<file path="config.mk">
export PLATFORM = sky130hd
export DESIGN_NAME = positional_list_store
export DESIGN_NICKNAME = d
export VERILOG_FILES = /design/src/rtl/pls_pkg.sv /design/src/rtl/pls_ram.sv /design/src/rtl/pls_ctrl.sv /design/src/rtl/positional_list_store.sv
export SDC_FILE = /design/constraint.sdc
export NUM_CORES = 2
export LEC_CHECK = 0
export ABC_AREA = 0
export BUFFER_PORTS_ARGS = -buffer_cell sky130_fd_sc_hd__clkbuf_2
export CORE_AREA = 3 3 422 424
export DETAILED_ROUTE_END_ITERATION = 8
export DIE_AREA = 0 0 425 427
export HOLD_SLACK_MARGIN = 0.05
export PLACE_DENSITY_LB_ADDON = 0.25
export REMOVE_ABC_BUFFERS = 1
export SLEW_MARGIN = 25
export SYNTH_ARGS = -nofsm -noshare
export SYNTH_HDL_FRONTEND = slang
export SYNTH_HIERARCHICAL = 1
export SYNTH_SLANG_ARGS = --single-unit
</file>
<file path="constraint.sdc">
create_clock -name clk_i -period 9.1 [get_ports clk_i]
set_clock_uncertainty 0.15 [all_clocks]
set_input_delay 0.91 -clock clk_i [delete_from_list [all_inputs] [get_ports clk_i]]
set_output_delay 0.91 -clock clk_i [all_outputs]
set_load 0.1 [all_outputs]
</file>
<file path="src/rtl/pls_pkg.sv">
// Shared types and constants for the positional list store.
// No dependencies.
package pls_pkg;

  localparam int unsigned DEPTH_DEF  = 64;
  localparam int unsigned DATA_W_DEF = 32;

  localparam int unsigned POS_W   = 7;
  localparam int unsigned VALUE_W = 32;
  localparam int unsigned COUNT_W = 7;

  // action codes
  localparam logic [2:0] ACT_APPEND = 3'd0;
  localparam logic [2:0] ACT_PUT    = 3'd1;
  localparam logic [2:0] ACT_GET    = 3'd2;
  localparam logic [2:0] ACT_LAST   = 3'd3;
  localparam logic [2:0] ACT_REMOVE = 3'd4;
  localparam logic [2:0] ACT_INSERT = 3'd5;

  // status codes
  localparam logic [1:0] ST_OK   = 2'd0;
  localparam logic [1:0] ST_BAD  = 2'd1;
  localparam logic [1:0] ST_FULL = 2'd2;

  typedef struct packed {
    logic [2:0]         action;
    logic [POS_W-1:0]   position;
    logic [VALUE_W-1:0] value_in;
  } in_t;

  typedef struct packed {
    logic [VALUE_W-1:0] value_out;
    logic [COUNT_W-1:0] count_out;
    logic [1:0]         status;
  } out_t;

endpackage

</file>
<file path="src/rtl/pls_ram.sv">
// Entry storage: one write port, one read port, registered read data.
// No dependencies.
module pls_ram #(
  parameter int unsigned DEPTH  = 64,
  parameter int unsigned DATA_W = 32
) (
  input  logic                     clk_i,
  input  logic                     we_i,
  input  logic [$clog2(DEPTH)-1:0] waddr_i,
  input  logic [DATA_W-1:0]        wdata_i,
  input  logic                     re_i,
  input  logic [$clog2(DEPTH)-1:0] raddr_i,
  output logic [DATA_W-1:0]        rdata_o
);

  logic [DATA_W-1:0] mem_q [DEPTH];

  always_ff @(posedge clk_i) begin
    if (we_i) begin
      mem_q[waddr_i] <= wdata_i;
    end
  end

  always_ff @(posedge clk_i) begin
    if (re_i) begin
      rdata_o <= mem_q[raddr_i];
    end
  end

endmodule

</file>
<file path="src/rtl/pls_ctrl.sv">
// Operation sequencer: decodes one item, walks the shift through the RAM,
// keeps the entry count. Depends on pls_pkg.
module pls_ctrl #(
  parameter int unsigned DEPTH  = pls_pkg::DEPTH_DEF,
  parameter int unsigned DATA_W = pls_pkg::DATA_W_DEF
) (
  input  logic                     clk_i,
  input  logic                     rst_ni,
  input  logic                     in_valid_i,
  input  pls_pkg::in_t             in_data_i,
  output logic                     in_stall_o,
  output logic                     res_valid_o,
  output pls_pkg::out_t            res_o,
  input  logic                     res_ready_i,
  output logic                     ram_we_o,
  output logic [$clog2(DEPTH)-1:0] ram_waddr_o,
  output logic [DATA_W-1:0]        ram_wdata_o,
  output logic                     ram_re_o,
  output logic [$clog2(DEPTH)-1:0] ram_raddr_o,
  input  logic [DATA_W-1:0]        ram_rdata_i
);

  localparam int unsigned ADDR_W = $clog2(DEPTH);
  localparam int unsigned CNT_W  = $clog2(DEPTH + 1);
  localparam int unsigned CMP_W  = (CNT_W > pls_pkg::POS_W) ? CNT_W : pls_pkg::POS_W;
  localparam int unsigned WIDE_W = 64;

  typedef enum logic [2:0] {
    S_IDLE,
    S_READ,
    S_RM_FIRST,
    S_RM_SHIFT,
    S_INS_SHIFT,
    S_INS_PUT,
    S_DONE
  } state_e;

  state_e                      state_q, state_d;
  logic [CNT_W-1:0]            count_q, count_d;
  logic [CNT_W-1:0]            rptr_q, rptr_d;
  logic [CNT_W-1:0]            wptr_q, wptr_d;
  logic [ADDR_W-1:0]           pos_q, pos_d;
  logic [DATA_W-1:0]           val_q, val_d;
  logic [pls_pkg::VALUE_W-1:0] value_q, value_d;
  logic [1:0]                  status_q, status_d;

  logic [CMP_W-1:0]            pos_c, cnt_c;
  logic                        pos_lt, pos_eq, full, empty;
  logic [CNT_W-1:0]            cnt_m1, ptr_m1, ptr_p1;
  logic [WIDE_W-1:0]           vin_w, rd_w;
  logic [DATA_W-1:0]           vin;
  logic [pls_pkg::VALUE_W-1:0] rd_val;

  assign pos_c  = CMP_W'(in_data_i.position);
  assign cnt_c  = CMP_W'(count_q);
  assign pos_lt = pos_c < cnt_c;
  assign pos_eq = pos_c == cnt_c;
  assign full   = count_q == CNT_W'(DEPTH);
  assign empty  = count_q == '0;
  assign cnt_m1 = count_q - CNT_W'(1);
  assign ptr_m1 = rptr_q - CNT_W'(1);
  assign ptr_p1 = rptr_q + CNT_W'(1);
  assign vin_w  = WIDE_W'(in_data_i.value_in);
  assign vin    = vin_w[DATA_W-1:0];
  assign rd_w   = WIDE_W'(ram_rdata_i);
  assign rd_val = rd_w[pls_pkg::VALUE_W-1:0];

  assign in_stall_o      = state_q != S_IDLE;
  assign res_valid_o     = state_q == S_DONE;
  assign res_o.value_out = value_q;
  assign res_o.count_out = cnt_c[pls_pkg::COUNT_W-1:0];
  assign res_o.status    = status_q;

  always_comb begin
    state_d     = state_q;
    count_d     = count_q;
    rptr_d      = rptr_q;
    wptr_d      = wptr_q;
    pos_d       = pos_q;
    val_d       = val_q;
    value_d     = value_q;
    status_d    = status_q;
    ram_we_o    = 1'b0;
    ram_waddr_o = wptr_q[ADDR_W-1:0];
    ram_wdata_o = ram_rdata_i;
    ram_re_o    = 1'b0;
    ram_raddr_o = rptr_q[ADDR_W-1:0];
    unique case (state_q)
      S_IDLE: begin
        if (in_valid_i) begin
          value_d  = '0;
          status_d = pls_pkg::ST_OK;
          state_d  = S_DONE;
          case (in_data_i.action)
            pls_pkg::ACT_APPEND: begin
              if (full) begin
                status_d = pls_pkg::ST_FULL;
              end else begin
                ram_we_o    = 1'b1;
                ram_waddr_o = count_q[ADDR_W-1:0];
                ram_wdata_o = vin;
                count_d     = count_q + CNT_W'(1);
              end
            end
            pls_pkg::ACT_PUT: begin
              if (pos_lt) begin
                ram_we_o    = 1'b1;
                ram_waddr_o = pos_c[ADDR_W-1:0];
                ram_wdata_o = vin;
              end else if (!pos_eq) begin
                status_d = pls_pkg::ST_BAD;
              end else if (full) begin
                status_d = pls_pkg::ST_FULL;
              end else begin
                ram_we_o    = 1'b1;
                ram_waddr_o = count_q[ADDR_W-1:0];
                ram_wdata_o = vin;
                count_d     = count_q + CNT_W'(1);
              end
            end
            pls_pkg::ACT_GET: begin
              if (!pos_lt) begin
                status_d = pls_pkg::ST_BAD;
              end else begin
                ram_re_o    = 1'b1;
                ram_raddr_o = pos_c[ADDR_W-1:0];
                state_d     = S_READ;
              end
            end
            pls_pkg::ACT_LAST: begin
              if (empty) begin
                status_d = pls_pkg::ST_BAD;
              end else begin
                ram_re_o    = 1'b1;
                ram_raddr_o = cnt_m1[ADDR_W-1:0];
                state_d     = S_READ;
              end
            end
            pls_pkg::ACT_REMOVE: begin
              if (!pos_lt) begin
                status_d = pls_pkg::ST_BAD;
              end else begin
                ram_re_o    = 1'b1;
                ram_raddr_o = pos_c[ADDR_W-1:0];
                wptr_d      = pos_c[CNT_W-1:0];
                rptr_d      = pos_c[CNT_W-1:0] + CNT_W'(1);
                state_d     = S_RM_FIRST;
              end
            end
            pls_pkg::ACT_INSERT: begin
              if (!pos_lt) begin
                status_d = pls_pkg::ST_BAD;
              end else if (full) begin
                status_d = pls_pkg::ST_FULL;
              end else begin
                ram_re_o    = 1'b1;
                ram_raddr_o = cnt_m1[ADDR_W-1:0];
                rptr_d      = cnt_m1;
                pos_d       = pos_c[ADDR_W-1:0];
                val_d       = vin;
                state_d     = S_INS_SHIFT;
              end
            end
            default: begin
              status_d = pls_pkg::ST_BAD;
            end
          endcase
        end
      end
      S_READ: begin
        value_d = rd_val;
        state_d = S_DONE;
      end
      S_RM_FIRST, S_RM_SHIFT: begin
        // read data is the removed word first, then each word moving down
        if (state_q == S_RM_FIRST) begin
          value_d = rd_val;
        end else begin
          ram_we_o = 1'b1;
          wptr_d   = wptr_q + CNT_W'(1);
        end
        if (rptr_q < count_q) begin
          ram_re_o = 1'b1;
          rptr_d   = ptr_p1;
          state_d  = S_RM_SHIFT;
        end else begin
          count_d = cnt_m1;
          state_d = S_DONE;
        end
      end
      S_INS_SHIFT: begin
        // word read from rptr moves up one place
        ram_we_o    = 1'b1;
        ram_waddr_o = ptr_p1[ADDR_W-1:0];
        if (rptr_q > CNT_W'(pos_q)) begin
          ram_re_o    = 1'b1;
          ram_raddr_o = ptr_m1[ADDR_W-1:0];
          rptr_d      = ptr_m1;
        end else begin
          state_d = S_INS_PUT;
        end
      end
      S_INS_PUT: begin
        ram_we_o    = 1'b1;
        ram_waddr_o = pos_q;
        ram_wdata_o = val_q;
        count_d     = count_q + CNT_W'(1);
        state_d     = S_DONE;
      end
      S_DONE: begin
        if (res_ready_i) begin
          state_d = S_IDLE;
        end
      end
      default: begin
        state_d = S_IDLE;
      end
    endcase
  end

  always_ff @(posedge clk_i or negedge rst_ni) begin
    if (!rst_ni) begin
      state_q  <= S_IDLE;
      count_q  <= '0;
      rptr_q   <= '0;
      wptr_q   <= '0;
      pos_q    <= '0;
      val_q    <= '0;
      value_q  <= '0;
      status_q <= pls_pkg::ST_OK;
    end else begin
      state_q  <= state_d;
      count_q  <= count_d;
      rptr_q   <= rptr_d;
      wptr_q   <= wptr_d;
      pos_q    <= pos_d;
      val_q    <= val_d;
      value_q  <= value_d;
      status_q <= status_d;
    end
  end

endmodule

</file>
<file path="src/rtl/positional_list_store.sv">
// Positional list store top level: sequencer, entry RAM, output register.
// Each item: the sequencer decodes it, walks any get, last, remove or insert through
// the RAM, then hands the result to the output register; append, put and failures skip the walk.
// One item at a time: the next item is taken only after the current result has been
// handed to the output register.
// Reset (async, active low) empties the list; entries stay undefined until written.
module positional_list_store #(
  parameter int unsigned DEPTH  = pls_pkg::DEPTH_DEF,
  parameter int unsigned DATA_W = pls_pkg::DATA_W_DEF
) (
  input  logic          clk_i,
  input  logic          rst_ni,
  input  logic          in_valid_i,
  output logic          in_stall_o,
  input  pls_pkg::in_t  in_data_i,
  output logic          out_valid_o,
  input  logic          out_stall_i,
  output pls_pkg::out_t out_data_o
);

  localparam int unsigned ADDR_W = $clog2(DEPTH);

  // sequencer <-> output register
  logic          res_valid;
  logic          res_ready;
  pls_pkg::out_t res;

  // sequencer <-> RAM
  logic              ram_we, ram_re;
  logic [ADDR_W-1:0] ram_waddr, ram_raddr;
  logic [DATA_W-1:0] ram_wdata, ram_rdata;

  // output register
  logic          out_valid_q, out_valid_d;
  pls_pkg::out_t out_q;
  logic          load;

  pls_ctrl #(
    .DEPTH  (DEPTH),
    .DATA_W (DATA_W)
  ) u_ctrl (
    .clk_i       (clk_i),
    .rst_ni      (rst_ni),
    .in_valid_i  (in_valid_i),
    .in_data_i   (in_data_i),
    .in_stall_o  (in_stall_o),
    .res_valid_o (res_valid),
    .res_o       (res),
    .res_ready_i (res_ready),
    .ram_we_o    (ram_we),
    .ram_waddr_o (ram_waddr),
    .ram_wdata_o (ram_wdata),
    .ram_re_o    (ram_re),
    .ram_raddr_o (ram_raddr),
    .ram_rdata_i (ram_rdata)
  );

  pls_ram #(
    .DEPTH  (DEPTH),
    .DATA_W (DATA_W)
  ) u_ram (
    .clk_i   (clk_i),
    .we_i    (ram_we),
    .waddr_i (ram_waddr),
    .wdata_i (ram_wdata),
    .re_i    (ram_re),
    .raddr_i (ram_raddr),
    .rdata_o (ram_rdata)
  );

  // Output slot is free when empty or being drained this cycle, so the
  // sequencer can hand over a new result while the old transfer completes.
  assign res_ready = !out_valid_q || !out_stall_i;
  assign load      = res_valid && res_ready;

  always_comb begin
    out_valid_d = out_valid_q;
    if (load) begin
      out_valid_d = 1'b1;
    end else if (!out_stall_i) begin
      out_valid_d = 1'b0;
    end
  end

  always_ff @(posedge clk_i or negedge rst_ni) begin
    if (!rst_ni) begin
      out_valid_q <= 1'b0;
    end else begin
      out_valid_q <= out_valid_d;
    end
  end

  // payload: no reset needed, qualified by out_valid_q
  always_ff @(posedge clk_i) begin
    if (load) begin
      out_q <= res;
    end
  end

  assign out_valid_o = out_valid_q;
  assign out_data_o  = out_q;

endmodule

</file>
# Yosys cells after proc, flatten, opt, wreduce, memory -nomap -nowiden
# Memories as Yosys holds them, arrays and structs flattened. A register that Yosys moved wholly into a read port is not among the register bits.
# Cells that the tools add are included.
# classes
add_sub_neg,6
mul,0
n_shift,0
n_bitwise,1
div_mod_pow,0
n_eq_ne,31
order_cmp,3
n_mux,80
n_reduce_logical,23
# ops
operator,n
$mux 32,6
$pmux 32 s2,2
$mux 7,15
$pmux 32 s3,1
$mux 6,10
$pmux 7 s2,3
$pmux 7 s3,2
$pmux 6 s3,2
$add 7x1->7 const B,4
$mux 3,8
$pmux 6 s2,2
$mux 1,17
$eq 3x3->1 const B,5
$pmux 3 s5,1
$lt 7x7->1,2
$sub 7x1->7 const B,2
$eq 3x2->1 const B,4
$ne 2x1->1 const B,6
$ne 3x3->1 const B,4
$pmux 3 s4,1
$reduce_bool 3->1,4
$mux 2,5
$ne 2x2->1 const B,5
$pmux 2 s5,1
other kinds (20),32
# word_totals
latch_bits,0
rom_bits,0
memories,1
in_bits,46
regBits,138
mem_bits_rw,2048
# mem_list
name,words,word_bits,read_ports,rd_clocked_by_memory_dff,write_ports,line,source
u_ram.mem_q,64,32,1,1,1,pls_ram.sv:16,logic [DATA_W-1:0] mem_q [DEPTH];

# Longest topological paths before layout
# depth
word_depth,9
mapped_depth,20

# Hierarchy
# The synthesis kept the hierarchy.
# modules_own_cells
module,cells_per_inst,area_per_inst_um2,seq_area_each_um2,n_inst
pls_ram,3511,79359.9,62459.9,1
pls_ctrl,833,6701.4,2377.3,1
positional_list_store,45,1278.7,1256.2,1

# Worst setup path before layout
# Ideal clock, no wire load.
# synth_path
kind,register -> register
startpoint,register u_ctrl.count_q[0] (netlist: u_ctrl/cnt_c[0])
endpoint,memory u_ram.mem_q[28][0] (enable)
t_arrival_ns,4.965
path_buffers,4
setup_time_ns,0.421
synth_period_minus_slack_ns,5.536
stages_incl_launch_ff,16
slack_ns,3.564
cell_sequence,dfrtp_1 clkbuf_1 inv_1 ha_1 or4b_4 or3_4 buf_6 nand2_1 a221oi_1 or3_1 a21oi_1 clkbuf_1 or3b_2 or2_2 clkbuf_1 nor2_1
# synth_rtl
element,line,source
from (decl),pls_ctrl.sv:39,"logic [CNT_W-1:0] count_q, count_d;"
from (signal assigned),pls_ctrl.sv:233,count_q <= count_d;
branches (longest 4 deep; another with $lt 7x7->1),-,
$pmux 6 s2 (*),pls_ctrl.sv:94,case (in_data_i.action)
$mux 6 (*),pls_ctrl.sv:90,if (in_valid_i) begin
$pmux 6 s3 (*),pls_ctrl.sv:88,unique case (state_q)
via ram_waddr[2],positional_list_store.sv:30,"logic [ADDR_W-1:0] ram_waddr, ram_raddr;"
to (decl),pls_ram.sv:16,
# Mark *: on every way through the listed nets, which the timed path passes.

# Worst setup path after layout
# layout_path
startpoint,register u_ctrl.count_q[2] (netlist: u_ctrl/cnt_c[2])
endpoint,"register u_ram.rdata_o[14], read port of u_ram.mem_q, data pin"
# layout_between
elab_chain_cells,6
# layout_rtl
element,line,source
branches (longest 3 deep; another with $lt 7x7->1),-,
$pmux 6 s3 (*),pls_ctrl.sv:94,
$mux 6 (*),pls_ctrl.sv:90,
$pmux 6 s2 (*),pls_ctrl.sv:88,
via ram_raddr[0],positional_list_store.sv:30,
to (decl),pls_ram.sv:13,output logic [DATA_W-1:0] rdata_o
# Marks and branches as above.
# A chain may end at the register's enable or synchronous reset.

==> impl_metrics.py <==
metrics = {
    "die": {
        "ioPinCount": 89,
        "rows": 153,
        "die_y_um": 427,
        "start_util_pct": 50.1,
        "die_x_um": 425,
        "core-area_mm2": 0.174,
        "design.die.area_mm2": 0.181,
    },
    "route": {
        "drt_iter0_drc": 6608,
        "ant_nets": 0,
        "vias": 45700,
        "drt_pass1_iterations": 6,
        "drc": 0,
        "vias_per_cell": 6.43,
        "drt_wl_total_um": 241000,
        "wire_per_inst_um": 33.9,
    },
    "setup_path": {
        "critical_path.endpoint_type": "register",
        "path_class": "register to register",
        "arrival_ns": 7.88,
        "worstPathRequired_ns": 9.55,
        "crit_fanout": 14,
        "start_kind": "register",
        "r2r_slack_ns": 1.66,
    },
    "timing": {
        "tightest_slew_ns": 1.12,
        "maxSlewHeadroom_pct": 25.2,
        "maxSlewViolCount": 0,
        "grt_setup_unrepaired": "false",
        "setup_viol": 0,
        "final_hold_viol_count": 0,
        "whs_ns": 0.154,
        "post-route-min-period_ns": 7.44,
        "tns_ns": 0,
        "max_freq_mhz": 134,
        "post-route-period-util_pct": 81.7,
    },
    "power_and_ir_drop": {
        "ir_worst_vdd_mv": 0.347,
        "power.density_mw_per_mm2": 400,
        "power_leakage_nw": 31.6,
    },
    "synthesis": {
        "syn_avg_cell_area_um2": 19.9,
        "async_reset_ff_share_pct": 4.33,
        "syn_inst": 4389,
        "synth_seq_area_share_pct": 75.7,
        "synth.area.top_cells": "edfxtp_1 (73%), mux4_2 (12%), dfrtp_1 (2.8%)",
        "synth_seq_cells": 2217,
        "yosys.area.top_type": "edfxtp_1",
        "synth_top_flop_cell": "edfxtp_1",
        "yosysWarningCount": 6,
        "synth_edf_count": 2121,
        "synth.cell_area_mm2": 0.0873,
        "synth_top_area_share_pct": 72.9,
        "yosysUniqueCellTypes": 81,
    },
    "place": {
        "port_buffers": 88,
        "hpwl_um": 142000,
        "routabilityCongestion": 0.942,
    },
    "clock_network": {
        "cts.path.max_buffers": 3,
        "clockRootBuffer": "clkbuf_16",
        "cts_resized": 0,
        "cts_buffers": 215,
        "cts_setup_buffers": 0,
        "worst_skew_pair.late_latency_ns": 0.85,
        "cts_tree": "built",
        "clock_sinks": 2217,
        "clkSlewWorstSetupHoldPaths_ns": 0.06,
        "h-tree-depth": 4,
    },
    "layout": {
        "area_growth_pct": 12.6,
        "layout-drive-gt1-share_pct": 24.8,
        "fillers": 13000,
        "fin_nets": 4675,
        "utilization_pct": 56.5,
    },
    "global_route": {
        "antenna_found_initial": 13,
        "track_usage_pct": 26.8,
        "grt_pass1_vias": 45200,
        "grt_pass1_wl_um": 343000,
        "grt-ovfl-total": 0,
        "grt_start_max_net_pins": 118,
    },
    "flow_run": {
        "cap_viol_max_count": 0,
    },
    "min_path": {
        "hold_path.class": "primary input to register",
    },
    "outcome": {
        "status": "finished, final reports clean",
    },
}
==> report_power, final <==
group	switching, mW	internal, mW
combinational	11.0	5.53
clock	3.81	4.92
sequential	0.468	13.6
total	15.3	24.0
==> cells in the final DEF (no fill, tap or decap), drive strengths merged, types with 32 or more instances in the layout <==
master  count
a21oi      74
a22oi     159
a31oi      32
buf       173
clkbuf    357
clkinv     97
dfrtp      96
edfxtp   2121
inv        36
mux2       38
mux2i     194
mux4      446
nand2     229
nand3      70
nor2      128
o21ai     107
o22ai      50
==> critical path, stage by stage (launching register included) <==
cell and delay, ns:
dfrtp_1 0.62, inv_1 0.22, ha_1 0.35, and3b_1 0.22, o21ai_0 0.47, nand3_1 0.36
o21ai_0 0.59, a221oi_1 0.30, a221oi_4 0.88, buf_4 0.38, buf_4 0.35, mux4_2 0.54
nor2b_1 0.15, a211oi_1 0.74, o21ai_0 0.55, and3_1 0.29
==> cell type report <==
class | count | area, um2 | area share (%)
sequential | 2217 | 66100 | 67.2
tap | 2325 | 2910 | 2.96
inverter | 25 | 93.8 | 0.0954
clock inverter | 132 | 1310 | 1.33
multi-input combinational | 1884 | 20400 | 20.7
antenna | 2 | 5.00 | 0.00509
timing repair buffer | 261 | 1930 | 1.96
clock buffer | 270 | 5610 | 5.70
==> sequential cells by signal (all words and copies together), names as in the netlist <==
name	cells
u_ctrl/pos_q	6
u_ram/mem_q	2048
u_ctrl/cnt_c	7
u_ctrl/value_q	32
u_ctrl/rptr_q	7
u_ctrl/state_q	3
out_data_o	41
u_ctrl/val_q	32
out_valid_o	1
u_ram/rdata_o	32
u_ctrl/status_q	2
u_ctrl/wptr_q	6
==> cells in the mapped netlist (all sizes together) (70+ instances only) <==
master  instances
nand2         229
edfxtp       2121
mux4          446
a21oi          74
dfrtp          96
mux2i         194
nor2          128
buf           140
o21ai         107
a22oi         159
nand3          70
clkbuf        123
==> path summary, 6_finish.rpt <==
| kind | to | cells past startpoint | from |
|---|---|---|---|
| min in group asynchronous | u_ctrl/val_q[25] | 2 | rst_ni |
| min | u_ctrl/val_q[2] | 2 | in_data_i[2] |
| max reg2reg | u_ram/rdata_o[14] | 15 | u_ctrl/cnt_c[2] |
| min reg2reg | out_data_o[25] | 0 | u_ctrl/value_q[16] |
| max in group asynchronous | u_ctrl/pos_q[2] | 3 | rst_ni |
| max | u_ram/rdata_o[14] | 15 | u_ctrl/cnt_c[2] |
==> per-stage QoR <==
step	total power [mW]	setup WS [ns]	instances	instance area, um2
after global routing	40.7	1.48	7114	98300
after floorplan	22.7	-69.87	4126	85800
after CTS	39.4	1.88	7114	98300
after detailed placement	30.8	1.63	6711	91400
after global placement	30.5	1.67	6710	91400
final	39.3	1.66	7116	98400
==> cell families after synthesis <==
group | Yosys count | share of synthesized area (%)
AOI/OAI and AO/OA | 609 | 4.82
xor gates and xnor gates | 22 | 0.221
adders and majority gates | 25 | 0.358
buffers and inverters | 288 | 1.85
DFF | 2217 | 75.7
muxes | 678 | 14.2
and+or+nand+nor | 550 | 2.86
==> layer usage <==
metal  wire (um)  track usage [%]
met2      115000             42.1
met3       24400             5.32
met1       91700             37.4
met4       10500             10.4
met5          65                0
==> timing repair <==
| action | 4_1_cts | 5_1_grt |
|---|---|---|
| hold buffers | 1 | 0 |
| setup endpoints to repair | 0 | 0 |
| endpoints found under the hold margin | 50 | 0 |
No activity file was read; power rests on OpenSTA's default activity.
